## src/hw/rtl/three_axis_biquad_filter_top_defines.svh

```systemverilog
// assertion macros for the three-axis biquad filter
`ifndef THREE_AXIS_BIQUAD_FILTER_TOP_DEFINES_SVH
`define THREE_AXIS_BIQUAD_FILTER_TOP_DEFINES_SVH

// same-cycle implication, checked on clk with reset masked
`define TBQ_ASSERT_NOW(label, ante, cons, msg) \
    label: assert property (@(posedge clk) disable iff (!rst_n) (ante) |-> (cons)) \
        else $error(msg);

// next-cycle implication, checked on clk with reset masked
`define TBQ_ASSERT_NEXT(label, ante, cons, msg) \
    label: assert property (@(posedge clk) disable iff (!rst_n) (ante) |=> (cons)) \
        else $error(msg);

`endif

```

## src/hw/rtl/tbq_pkg.sv

```systemverilog
// types, constants and helper functions for the three-axis biquad filter
package tbq_pkg;

    localparam int AXES      = 3;
    localparam int AXIS_W    = 2;
    localparam int AXIS_AW   = (AXES > 1) ? $clog2(AXES) : 1;
    localparam int SAMPLE_W  = 16;
    localparam int COEF_W    = 20;
    localparam int FRAC_W    = 17;
    localparam int COEF_REG_W = 60;
    localparam int DELAY_W   = 40;
    localparam int PROD_W    = COEF_W + SAMPLE_W;
    localparam int ACC_W     = DELAY_W + 2;
    localparam int DIFF_W    = ACC_W + 1;
    localparam int YFL_W     = ACC_W - FRAC_W;
    localparam int PDATA_W   = 64;
    localparam int PADDR_W   = 6;
    localparam int REG_IDX_W = 3;

    localparam logic [COEF_W-1:0]     COEF_ONE   = COEF_W'(1) << FRAC_W;
    localparam logic [COEF_REG_W-1:0] COEF_B0_RST = {3{COEF_ONE}};
    localparam logic signed [ACC_W-1:0] ROUND_HALF = ACC_W'(1) << (FRAC_W - 1);

    typedef enum logic [REG_IDX_W-1:0] {
        REG_ENABLE = 3'd0,
        REG_B0     = 3'd1,
        REG_B1     = 3'd2,
        REG_B2     = 3'd3,
        REG_A1     = 3'd4,
        REG_A2     = 3'd5
    } reg_idx_t;

    typedef enum logic [2:0] {
        ST_IDLE,
        ST_LOAD,
        ST_ROUND,
        ST_FB1,
        ST_FF2,
        ST_FB2,
        ST_DONE
    } state_t;

    typedef enum logic [2:0] {
        MUL_B0_X,
        MUL_B1_X,
        MUL_A1_Y,
        MUL_B2_X,
        MUL_A2_Y
    } mul_sel_t;

    typedef struct packed {
        logic                  enable;
        logic [COEF_REG_W-1:0] b0;
        logic [COEF_REG_W-1:0] b1;
        logic [COEF_REG_W-1:0] b2;
        logic [COEF_REG_W-1:0] a1;
        logic [COEF_REG_W-1:0] a2;
    } tbq_cfg_t;

    typedef struct packed {
        logic signed [DELAY_W-1:0] first;
        logic signed [DELAY_W-1:0] second;
    } delay_pair_t;

    typedef struct packed {
        logic idle;
        logic ram_we;
        logic bypass_pend;
    } tbq_status_t;

    function automatic logic signed [COEF_W-1:0] coef_lane(
        input logic [COEF_REG_W-1:0] r,
        input logic [AXIS_W-1:0]     axis
    );
        logic signed [COEF_W-1:0] v;
        unique case (axis)
            2'd0:    v = r[COEF_W-1:0];
            2'd1:    v = r[2*COEF_W-1:COEF_W];
            default: v = r[3*COEF_W-1:2*COEF_W];
        endcase
        return v;
    endfunction

    function automatic logic axis_ok(input logic [AXIS_W-1:0] axis);
        return ({{(32-AXIS_W){1'b0}}, axis} < AXES);
    endfunction

    function automatic logic signed [SAMPLE_W-1:0] sat_sample(
        input logic signed [YFL_W-1:0] v
    );
        logic signed [SAMPLE_W-1:0] r;
        if (v > YFL_W'(32767))
            r = 16'sh7FFF;
        else if (v < -YFL_W'(32768))
            r = 16'sh8000;
        else
            r = v[SAMPLE_W-1:0];
        return r;
    endfunction

    function automatic logic signed [DELAY_W-1:0] sat_delay(
        input logic signed [DIFF_W-1:0] v
    );
        logic signed [DELAY_W-1:0] r;
        if (v > DIFF_W'(64'sd549755813887))
            r = {1'b0, {(DELAY_W-1){1'b1}}};
        else if (v < -DIFF_W'(64'sd549755813888))
            r = {1'b1, {(DELAY_W-1){1'b0}}};
        else
            r = v[DELAY_W-1:0];
        return r;
    endfunction

endpackage

```

## src/hw/rtl/tbq_if.sv

```systemverilog
// valid/ready channel interfaces for samples and results
interface tbq_in_if;
    logic               valid;
    logic               ready;
    logic [1:0]         axis_sel;
    logic signed [15:0] rate_sample;

    modport source (output valid, output axis_sel, output rate_sample, input ready);
    modport sink   (input valid, input axis_sel, input rate_sample, output ready);
endinterface

interface tbq_out_if;
    logic               valid;
    logic               ready;
    logic signed [15:0] filtered_rate;
    logic               bypassed;

    modport source (output valid, output filtered_rate, output bypassed, input ready);
    modport sink   (input valid, input filtered_rate, input bypassed, output ready);
endinterface

```

## src/hw/rtl/tbq_ram.sv

```systemverilog
// generic single-write, single-read ram with registered read data
module tbq_ram #(
    parameter int WIDTH = 8,
    parameter int DEPTH = 4,
    parameter int AW    = (DEPTH > 1) ? $clog2(DEPTH) : 1
) (
    input  logic             clk,
    input  logic             we,
    input  logic [AW-1:0]    waddr,
    input  logic [WIDTH-1:0] wdata,
    input  logic             re,
    input  logic [AW-1:0]    raddr,
    output logic [WIDTH-1:0] rdata
);

    logic [WIDTH-1:0] mem [DEPTH];

    always_ff @(posedge clk)
    begin
        if (we)
        begin
            mem[waddr] <= wdata;
        end
        if (re)
        begin
            rdata <= mem[raddr];
        end
    end

endmodule

```

## src/hw/rtl/tbq_regs.sv

```systemverilog
// apb configuration registers: enable and packed coefficient words
module tbq_regs (
    input  logic                            clk,
    input  logic                            rst_n,
    input  logic                            psel,
    input  logic                            penable,
    input  logic                            pwrite,
    input  logic [tbq_pkg::PADDR_W-1:0]     paddr,
    input  logic [tbq_pkg::PDATA_W-1:0]     pwdata,
    output logic [tbq_pkg::PDATA_W-1:0]     prdata,
    output logic                            pready,
    output tbq_pkg::tbq_cfg_t               cfg
);
    import tbq_pkg::*;

    tbq_cfg_t             cfg_reg;
    logic                 wr_en;
    logic [REG_IDX_W-1:0] idx;

    assign pready = 1'b1;
    assign idx    = paddr[PADDR_W-1:3];
    assign wr_en  = psel && penable && pwrite;
    assign cfg    = cfg_reg;

    always_ff @(posedge clk or negedge rst_n)
    begin
        if (!rst_n)
        begin
            cfg_reg.enable <= 1'b0;
            cfg_reg.b0     <= COEF_B0_RST;
            cfg_reg.b1     <= '0;
            cfg_reg.b2     <= '0;
            cfg_reg.a1     <= '0;
            cfg_reg.a2     <= '0;
        end
        else if (wr_en)
        begin
            // addresses past the last register are dropped
            unique case (idx)
                REG_ENABLE: cfg_reg.enable <= pwdata[0];
                REG_B0:     cfg_reg.b0     <= pwdata[COEF_REG_W-1:0];
                REG_B1:     cfg_reg.b1     <= pwdata[COEF_REG_W-1:0];
                REG_B2:     cfg_reg.b2     <= pwdata[COEF_REG_W-1:0];
                REG_A1:     cfg_reg.a1     <= pwdata[COEF_REG_W-1:0];
                REG_A2:     cfg_reg.a2     <= pwdata[COEF_REG_W-1:0];
                default:    ;
            endcase
        end
    end

    always_comb
    begin
        unique case (idx)
            REG_ENABLE: prdata = {{(PDATA_W-1){1'b0}}, cfg_reg.enable};
            REG_B0:     prdata = {{(PDATA_W-COEF_REG_W){1'b0}}, cfg_reg.b0};
            REG_B1:     prdata = {{(PDATA_W-COEF_REG_W){1'b0}}, cfg_reg.b1};
            REG_B2:     prdata = {{(PDATA_W-COEF_REG_W){1'b0}}, cfg_reg.b2};
            REG_A1:     prdata = {{(PDATA_W-COEF_REG_W){1'b0}}, cfg_reg.a1};
            REG_A2:     prdata = {{(PDATA_W-COEF_REG_W){1'b0}}, cfg_reg.a2};
            default:    prdata = '0;
        endcase
    end

endmodule

```

## src/hw/rtl/tbq_core.sv

```systemverilog
// biquad sequencer: delay memory read, shared multiplier, write-back, result register
module tbq_core (
    input  logic                 clk,
    input  logic                 rst_n,
    input  tbq_pkg::tbq_cfg_t    cfg,
    tbq_in_if.sink               sample_in,
    tbq_out_if.source            result_out,
    output tbq_pkg::tbq_status_t status
);
    import tbq_pkg::*;

    state_t state_reg, state_next;

    // control outputs of the sequencer
    logic     accept;
    logic     can_load;
    logic     ram_re;
    logic     ram_we;
    mul_sel_t mul_sel;

    // item registers
    logic [AXIS_W-1:0]          axis_reg;
    logic signed [SAMPLE_W-1:0] x_reg;
    logic signed [COEF_W-1:0]   b0_reg, b1_reg, b2_reg, a1_reg, a2_reg;
    logic                       byp_reg;
    logic signed [SAMPLE_W-1:0] y_reg;
    logic signed [DELAY_W-1:0]  d1_reg, d2_reg, d1n_reg;
    logic signed [PROD_W-1:0]   prod_reg;
    logic signed [ACC_W-1:0]    sum_reg;
    logic [AXES-1:0]            ent_valid_reg;

    // output register
    logic                       out_valid_reg;
    logic signed [SAMPLE_W-1:0] out_rate_reg;
    logic                       out_byp_reg;

    // datapath
    logic                       in_bypass;
    logic signed [COEF_W-1:0]   mul_a;
    logic signed [SAMPLE_W-1:0] mul_b;
    logic signed [PROD_W-1:0]   mul_p;
    logic signed [ACC_W-1:0]    acc;
    logic signed [YFL_W-1:0]    y_floor;
    logic signed [DIFF_W-1:0]   diff;
    logic signed [DELAY_W-1:0]  d2_new;
    delay_pair_t                rd_pair;
    delay_pair_t                wr_pair;
    logic [AXIS_AW-1:0]         ent_idx;

    assign in_bypass = !cfg.enable || !axis_ok(sample_in.axis_sel);
    assign can_load  = !out_valid_reg || result_out.ready;
    assign ent_idx   = axis_reg[AXIS_AW-1:0];

    tbq_ram #(
        .WIDTH ($bits(delay_pair_t)),
        .DEPTH (AXES)
    ) u_delay_ram (
        .clk   (clk),
        .we    (ram_we),
        .waddr (ent_idx),
        .wdata (wr_pair),
        .re    (ram_re),
        .raddr (sample_in.axis_sel[AXIS_AW-1:0]),
        .rdata (rd_pair)
    );

    // next state
    always_comb
    begin
        state_next = state_reg;
        unique case (state_reg)
            ST_IDLE:
            begin
                if (sample_in.valid)
                begin
                    state_next = in_bypass ? ST_DONE : ST_LOAD;
                end
            end
            ST_LOAD:  state_next = ST_ROUND;
            ST_ROUND: state_next = ST_FB1;
            ST_FB1:   state_next = ST_FF2;
            ST_FF2:   state_next = ST_FB2;
            ST_FB2:   state_next = ST_DONE;
            ST_DONE:
            begin
                if (can_load)
                begin
                    state_next = ST_IDLE;
                end
            end
            default:  state_next = ST_IDLE;
        endcase
    end

    // sequencer outputs
    always_comb
    begin
        sample_in.ready = 1'b0;
        ram_re          = 1'b0;
        ram_we          = 1'b0;
        mul_sel         = MUL_B0_X;
        unique case (state_reg)
            ST_IDLE:
            begin
                sample_in.ready = 1'b1;
                ram_re          = sample_in.valid && !in_bypass;
            end
            ST_LOAD:  mul_sel = MUL_B0_X;
            ST_ROUND: mul_sel = MUL_B1_X;
            ST_FB1:   mul_sel = MUL_A1_Y;
            ST_FF2:   mul_sel = MUL_B2_X;
            ST_FB2:   mul_sel = MUL_A2_Y;
            ST_DONE:  ram_we  = can_load && !byp_reg;
            default:  ;
        endcase
    end

    assign accept = sample_in.valid && sample_in.ready;

    // one shared multiplier, operands picked by the step
    always_comb
    begin
        unique case (mul_sel)
            MUL_B0_X: begin mul_a = b0_reg; mul_b = x_reg; end
            MUL_B1_X: begin mul_a = b1_reg; mul_b = x_reg; end
            MUL_A1_Y: begin mul_a = a1_reg; mul_b = y_reg; end
            MUL_B2_X: begin mul_a = b2_reg; mul_b = x_reg; end
            MUL_A2_Y: begin mul_a = a2_reg; mul_b = y_reg; end
            default:  begin mul_a = b0_reg; mul_b = x_reg; end
        endcase
    end

    assign mul_p = PROD_W'(mul_a * mul_b);

    // round to nearest by adding one half, then floor
    assign acc     = ACC_W'(prod_reg) + ACC_W'(d1_reg) + ROUND_HALF;
    assign y_floor = YFL_W'(acc >>> FRAC_W);

    assign diff   = DIFF_W'(sum_reg) - DIFF_W'(prod_reg);
    assign d2_new = sat_delay(diff);

    assign wr_pair.first  = d1n_reg;
    assign wr_pair.second = d2_new;

    always_ff @(posedge clk or negedge rst_n)
    begin
        if (!rst_n)
        begin
            state_reg     <= ST_IDLE;
            ent_valid_reg <= '0;
            out_valid_reg <= 1'b0;
        end
        else
        begin
            state_reg <= state_next;
            if (ram_we)
            begin
                ent_valid_reg[ent_idx] <= 1'b1;
            end
            if (state_reg == ST_DONE && can_load)
            begin
                out_valid_reg <= 1'b1;
            end
            else if (result_out.ready)
            begin
                out_valid_reg <= 1'b0;
            end
        end
    end

    always_ff @(posedge clk)
    begin
        if (accept)
        begin
            axis_reg <= sample_in.axis_sel;
            x_reg    <= sample_in.rate_sample;
            byp_reg  <= in_bypass;
            y_reg    <= sample_in.rate_sample;
            b0_reg   <= coef_lane(cfg.b0, sample_in.axis_sel);
            b1_reg   <= coef_lane(cfg.b1, sample_in.axis_sel);
            b2_reg   <= coef_lane(cfg.b2, sample_in.axis_sel);
            a1_reg   <= coef_lane(cfg.a1, sample_in.axis_sel);
            a2_reg   <= coef_lane(cfg.a2, sample_in.axis_sel);
        end
        unique case (state_reg)
            ST_LOAD:
            begin
                // an entry never written reads as zero
                d1_reg   <= ent_valid_reg[ent_idx] ? rd_pair.first  : '0;
                d2_reg   <= ent_valid_reg[ent_idx] ? rd_pair.second : '0;
                prod_reg <= mul_p;
            end
            ST_ROUND:
            begin
                y_reg    <= sat_sample(y_floor);
                prod_reg <= mul_p;
            end
            ST_FB1:
            begin
                sum_reg  <= ACC_W'(prod_reg) + ACC_W'(d2_reg);
                prod_reg <= mul_p;
            end
            ST_FF2:
            begin
                d1n_reg  <= sat_delay(diff);
                prod_reg <= mul_p;
            end
            ST_FB2:
            begin
                sum_reg  <= ACC_W'(prod_reg);
                prod_reg <= mul_p;
            end
            default: ;
        endcase
        if (state_reg == ST_DONE && can_load)
        begin
            out_rate_reg <= y_reg;
            out_byp_reg  <= byp_reg;
        end
    end

    assign result_out.valid         = out_valid_reg;
    assign result_out.filtered_rate = out_rate_reg;
    assign result_out.bypassed      = out_byp_reg;

    assign status.idle        = (state_reg == ST_IDLE);
    assign status.ram_we      = ram_we;
    assign status.bypass_pend = (state_reg == ST_DONE) && byp_reg;

endmodule

```

## src/hw/rtl/three_axis_biquad_filter_top.sv

```systemverilog
// top level of the three-axis gyro biquad filter
`include "three_axis_biquad_filter_top_defines.svh"

// Three-axis gyro biquad filter. Each sample on sample_in carries an axis
// number and a signed 16-bit rate; the result on result_out is the filtered,
// rounded and saturated rate, or the raw sample with bypassed set when the
// filter is disabled or the axis is 3. One sample is worked on at a time: a
// filtered sample passes a delay-memory read, five products through one
// shared 20x16 multiplier and a write-back before the next sample transfer;
// a bypassed sample skips these steps. A result left waiting
// in the output register holds the block in its write-back step. Delay state
// for the three axes sits in a small ram and reads as zero after reset until
// an axis is first filtered. Registers are 64-bit APB words at byte address
// 8*index: enable, then b0, b1, b2, a1, a2, each packing three Q2.17 values
// with axis 0 in the low bits; write them only while the block is idle.
module three_axis_biquad_filter_top (
    input  logic                        clk,
    input  logic                        rst_n,
    input  logic                        psel,
    input  logic                        penable,
    input  logic                        pwrite,
    input  logic [tbq_pkg::PADDR_W-1:0] paddr,
    input  logic [tbq_pkg::PDATA_W-1:0] pwdata,
    output logic [tbq_pkg::PDATA_W-1:0] prdata,
    output logic                        pready,
    tbq_in_if.sink                      sample_in,
    tbq_out_if.source                   result_out
);
    import tbq_pkg::*;

    tbq_cfg_t    cfg;
    tbq_status_t status;
    logic        in_xfer;

    tbq_regs u_regs (
        .clk     (clk),
        .rst_n   (rst_n),
        .psel    (psel),
        .penable (penable),
        .pwrite  (pwrite),
        .paddr   (paddr),
        .pwdata  (pwdata),
        .prdata  (prdata),
        .pready  (pready),
        .cfg     (cfg)
    );

    tbq_core u_core (
        .clk        (clk),
        .rst_n      (rst_n),
        .cfg        (cfg),
        .sample_in  (sample_in),
        .result_out (result_out),
        .status     (status)
    );

    assign in_xfer = sample_in.valid && sample_in.ready;

    `TBQ_ASSERT_NEXT(a_one_at_a_time, in_xfer, !sample_in.ready, "second sample taken while busy")
    `TBQ_ASSERT_NEXT(a_disabled_bypass, in_xfer && !cfg.enable, status.bypass_pend, "disabled sample not bypassed")
    `TBQ_ASSERT_NEXT(a_wb_then_idle, status.ram_we, status.idle, "no return to idle after write-back")
    `TBQ_ASSERT_NOW(a_no_bypass_write, status.ram_we, !status.bypass_pend, "bypassed sample wrote delay state")

endmodule

```

## src/flat_wrapper.sv

```systemverilog
// flat-port wrapper written by rule: the top's interface ports become plain ports
module three_axis_biquad_filter_top_flat import tbq_pkg::*;
  (clk, rst_n, psel, penable, pwrite, paddr, pwdata, prdata, pready, sample_in_valid, sample_in_axis_sel, sample_in_rate_sample, sample_in_ready, result_out_valid, result_out_filtered_rate, result_out_bypassed, result_out_ready);
  tbq_in_if sample_in_i ();
  tbq_out_if result_out_i ();
  input  logic clk;
  input  logic rst_n;
  input  logic psel;
  input  logic penable;
  input  logic pwrite;
  input  logic [tbq_pkg::PADDR_W-1:0] paddr;
  input  logic [tbq_pkg::PDATA_W-1:0] pwdata;
  output logic [tbq_pkg::PDATA_W-1:0] prdata;
  output logic pready;
  input wire logic [$bits(sample_in_i.valid)-1:0] sample_in_valid;
  input wire logic [$bits(sample_in_i.axis_sel)-1:0] sample_in_axis_sel;
  input wire logic [$bits(sample_in_i.rate_sample)-1:0] sample_in_rate_sample;
  output wire logic [$bits(sample_in_i.ready)-1:0] sample_in_ready;
  output wire logic [$bits(result_out_i.valid)-1:0] result_out_valid;
  output wire logic [$bits(result_out_i.filtered_rate)-1:0] result_out_filtered_rate;
  output wire logic [$bits(result_out_i.bypassed)-1:0] result_out_bypassed;
  input wire logic [$bits(result_out_i.ready)-1:0] result_out_ready;
  assign sample_in_i.valid = sample_in_valid;
  assign sample_in_i.axis_sel = sample_in_axis_sel;
  assign sample_in_i.rate_sample = sample_in_rate_sample;
  assign sample_in_ready = sample_in_i.ready;
  assign result_out_valid = result_out_i.valid;
  assign result_out_filtered_rate = result_out_i.filtered_rate;
  assign result_out_bypassed = result_out_i.bypassed;
  assign result_out_i.ready = result_out_ready;
  three_axis_biquad_filter_top u_core (.clk(clk), .rst_n(rst_n), .psel(psel), .penable(penable), .pwrite(pwrite), .paddr(paddr), .pwdata(pwdata), .prdata(prdata), .pready(pready), .sample_in(sample_in_i), .result_out(result_out_i));
endmodule
```

## config.mk

```make
export PLATFORM = sky130hd
export DESIGN_NAME = three_axis_biquad_filter_top_flat
export DESIGN_NICKNAME = d
export VERILOG_FILES = /design/src/hw/rtl/tbq_pkg.sv /design/src/hw/rtl/tbq_if.sv /design/src/hw/rtl/tbq_ram.sv /design/src/hw/rtl/tbq_regs.sv /design/src/hw/rtl/tbq_core.sv /design/src/hw/rtl/three_axis_biquad_filter_top.sv /design/src/flat_wrapper.sv
export VERILOG_INCLUDE_DIRS = /design/src /design/src/hw/rtl
export SDC_FILE = /design/constraint.sdc
export NUM_CORES = 2
export LEC_CHECK = 0
export ABC_AREA = 1
export BUFFER_PORTS_ARGS = -buffer_cell sky130_fd_sc_hd__buf_2
export CAP_MARGIN = 20
export CELL_PAD_IN_SITES_DETAIL_PLACEMENT = 1
export CELL_PAD_IN_SITES_GLOBAL_PLACEMENT = 1
export CORE_MARGIN = 1.5
export CORE_UTILIZATION = 30
export DETAILED_ROUTE_END_ITERATION = 8
export GPL_TIMING_DRIVEN = 1
export PLACE_DENSITY_LB_ADDON = 0.1
export SYNTH_ARGS = -nofsm -noshare
export SYNTH_HDL_FRONTEND = slang
export SYNTH_SLANG_ARGS = --single-unit
```

## constraint.sdc

```tcl
create_clock -name clk -period 17.2 [get_ports clk]
set_input_delay 4.3 -clock clk [delete_from_list [all_inputs] [get_ports clk]]
set_output_delay 4.3 -clock clk [all_outputs]
set_load 0.1 [all_outputs]
```

# == Word level (Yosys, flattened, before mapping) ==
# Memories as Yosys holds them, arrays and structs flattened. A register that Yosys moved wholly into a read port is not among the register bits.
# Index checks and enable logic that the tools add are counted.
# op_classes
addsub,4
multipliers,1
div,0
magnitude_cmp,7
n_eq_ne,18
shift,0
n_mux,31
n_bitwise,1
n_reduce_logical,29
# ops
op,n
$pmux W60 S6,1
$pmux W20 S2,5
$pmux W42 S2,1
$add A36 B40 Y41,2
$mux W16,5
$mux W40,2
$pmux W20 S4,1
$gt A43 B40 Y1 const B,1
$lt A43 B40 Y1 const B,1
$sub A42 B36 Y43,1
$add A41 B18 Y42 const B,1
$mul A20 B16 Y36,1
$gt A25 B16 Y1 const B,1
$lt A25 B16 Y1 const B,1
$pmux W3 S7,1
$eq A3 B2 Y1 const B,6
$eq A3 B3 Y1 const B,6
$reduce_and A2 Y1,7
$pmux W3 S4,1
$eq A3 B1 Y1 const B,3
$mux W1,9
$mux W3,3
$logic_and A1 B1 Y1,7
$logic_not A3 Y1,2
other kinds (14),22
# totals
reg_bits,658
latch_bits,0
ramBits,240
mem_bits_ro,0
input_bits,95
output_inout_bits,84
elab_cells,117
memories,1
# mem_list
name,depth,word_bits,read_ports,rd_clocked_by_memory_dff,write_ports,line,source
u_core.u_core.u_delay_ram.mem,3,80,1,1,1,tbq_ram.sv:16,logic [WIDTH-1:0] mem [DEPTH];

# == Longest topological paths before layout ==
# depth
ltp_word,6
mapped_depth,35
mapped_depth_nobuf,33

# == Hierarchy ==
# From an unflattened synthesis, not the netlist that was laid out.
# unflattened
cells_unflattened,7220
hier_area_um2,61997.0
# modules_own_cells
module,instances,cells_each,area_per_inst_um2,seq_area_each_um2
tbq_core,1,4400,35459.0,10655.2
tbq_regs,1,1899,14417.6,7536.0
tbq_ram,1,921,12120.4,9609.2

# == Worst setup path after synthesis ==
# OpenSTA, ideal clock, no wires.
# synth_path
path_kind,input to output
startpoint,input port paddr[5] in the netlist's numbering
endpoint,output port prdata[22] in the netlist's numbering
arrival_ps,7326
required_time_ps,12900
slack_ps,5574
cell_stages,5
path_buffers,2
cell_sequence,clkbuf_1 -> nor3_2 -> inv_1 -> clkbuf_1 -> o21ai_0
# synth_via
elab_chain_cells,2
word_cells_on_any_way,7
cone_classes,eq/ne: 5; mux: 1; reduce/logical: 1
# synth_lines
element,line,source
"start, declared",flat_wrapper.sv:11,input logic [tbq_pkg::PADDR_W-1:0] paddr;
"$eq A3 B3 Y1, or another cell as far along",tbq_regs.sv:53,unique case (idx)
$pmux W60 S6 *,tbq_regs.sv:53,
"end, declared",flat_wrapper.sv:13,output logic [tbq_pkg::PDATA_W-1:0] prdata;
# Mark *: on every way between the ends. The rest lies on a longest branch, timed or not.

# == Worst setup path after layout ==
# layout_path
startpoint,input port paddr[4] in the netlist's numbering
endpoint,output port prdata[48] in the netlist's numbering
# Same word-level chain as after synthesis.

==> run metrics <==
status=completed; measured slew at the worst slew-check pin=1.20 ns; Setup CP Type=input pin to output port; antenna-violating nets left=0; nets@finish=a little over 7000; Post-synth EDFFs=around 670; post-synthesis sequential area ratio=47.1%; crit path time final=roughly 12 ns; largest cells by area after synthesis=edfxtp_1 (34%), dfrtp_1 (13%), fa_1 (11%); Synth area leader=edfxtp_1; Setup Skew=0.0783 ns; Root Buffer=clkbuf_16; I/O pin count=~180; top cell type's share of synthesized area=between 30% and 40%; footprint of the multi-input gates=about 27000 um^2; Worst setup startpoint=paddr[4]; overall die height=approximately 450 um; Mapped Cells=6343; Core Util, Final=between 30 and 40%; final setup fails=0; Most used DFF post-synth=edfxtp_1; startpoint class of the critical path=input pin; die area=199000 um^2; detailed-placement wirelength estimate=158 mm; unrepaired setup endpoints after global routing=no; Arr. time, crit path=7.29 ns; TritonCTS Sinks=around 980; DRT iter0 DRCs=3263; slowest CP cell=o21ai_0; first-pass GRT wire length=around 320 mm; CTS tree=done; Slew HR=a little under a fifth; slowest cell delay on critical path=0.73 ns; Max Fclk=86.3 MHz; largest net degree at the start of global routing=around 120; Post-Place Cell Area=63000 um^2; Area Overhead vs Synth=13.5%; required time worst endpoint=~13 ns; R2R Path Start=u_core.u_core.state_reg[0]; Synth cell types=60; CP delay by family, top=buffers and inverters; Syn Area/Cell=approximately 9.3 um^2; WL/cell=approximately 24 um; Final Cycle Share=67.4%; Yosys warning count=0; Clk pin slew, worst setup/hold paths=0.06 ns; Tot GR Track Use=a little over a fifth; number of hold buffers added after cts=0; final max-slew violation count=0; dpl cells=8983; CTS max path bufs=3; Total Wirelength=217 mm; vias per cell=a little under 5; gpl congestion=about 0.87; Hold Crit Class=flip-flop to flip-flop; max reg flops=approximately 300; Critical Path, Cell by Cell=buf_2, inv_1, nor3_4, buf_4, inv_1, buf_4, o21ai_0, buf_2; Yosys reg bits=977; DRT Pass-1 Iters=5; post-CTS setup buffers=0; TritonCTS buffer count=between 100 and 150; DRC viols=0; Fillers=about 22000; H-tree levels=3; Skew-Pair Late Insertion Delay=0.80 ns; Initial Utilization=a little under a third; Std-Cell Rows=between 150 and 200; Worst Path Max Fanout=29; crit end category=output port; Buf/Inv on CP=6; Post-CTS Resized=0; Synth Cell Area=around 60000 um^2; setup TNS=0 ns; Sequential Area=roughly 28000 um^2; share of layout cells above drive strength 1=8.00%; GRT overflow=0; IO Port Bufs=about 170; core box area=195000 um^2; routed via count=around 45000; Die X=~450 um; most frequent cells in the layout=nand2_1 (1492), inv_1 (1014), edfxtp_1 (669); hold_sp=u_core.u_core.y_reg[2]; asr flop ratio synth=between 30% and 40%; most common cell after layout, fill and taps aside=nand2_1; via count of the first global-routing pass=47500; initial antenna violation count=24; final hold vios=0; Max Cap Viol=0; fin area=roughly 67000 um^2; final non-filler cell total=9206
[area by class of cell]
type / instances / area share, %
antenna: 5 / 0.0187
clock buffer: 132 / 4.38
clock inverter: 83 / 1.41
inverter: 1034 / 5.80
multi-input combinational: 4103 / 39.7
sequential: 977 / 41.5
tap: 2624 / 4.90
timing repair buffer: 248 / 2.27
[layer usage]
metal | vias up | share of wire, % | track usage [%]
met4 | 0 | 1.9 | 4.63
met3 | 200 | 3.8 | 2.21
met1 | 23200 | 50 | 33.3
li1 | 21100 | - | -
met5 | - | 0 | 0
met2 | 869 | 44 | 33.6
[cell usage after synthesis, types with 66 or more instances]
cell      count
a21oi_1     171
nand2_1    1497
edfxtp_1    669
xor2_1       66
fa_1        320
o21ai_0     498
nor2_1      439
inv_1      1014
clkbuf_1    195
ha_1        249
nand3_1     318
dfrtp_1     305
[logic make-up after synthesis]
| family | share of synthesized area (%) |
|---|---|
| simple gates | 16.4 |
| buf+inv | 8.20 |
| compound gates | 10.4 |
| flops | 47.1 |
| fa+ha+maj | 16.1 |
| xor+xnor | 1.73 |
| other cells | 0.0127 |
| mux | 0.0170 |
[worst paths after layout]
kind | endpoint | slack (ns) | cells after the start
min | u_core.u_core.result_out.filtered_rate[2] | 0.45 | 0
min in group asynchronous | u_core.u_regs.cfg[293] | 3.56 | 1
max in group asynchronous | u_core.u_regs.cfg[252] | 11.95 | 2
max | prdata[48] | 5.61 | 8
max reg2reg | u_core.u_core.prod_reg[27] | 7.46 | 30
min reg2reg | u_core.u_core.result_out.filtered_rate[2] | 0.45 | 0
[through the flow]
step / setup WS [ns] / hold WS (ns)
floorplan: 5.57 / 0.426
detailed placement: 5.58 / 0.436
global placement: 5.56 / 0.435
finish: 5.61 / 0.449
global route: 5.56 / 0.472
CTS: 5.58 / 0.452
Power is left out: the tool's default activity adds up to more than one toggle a clock period on the data nets, which glitch-free logic cannot reach.
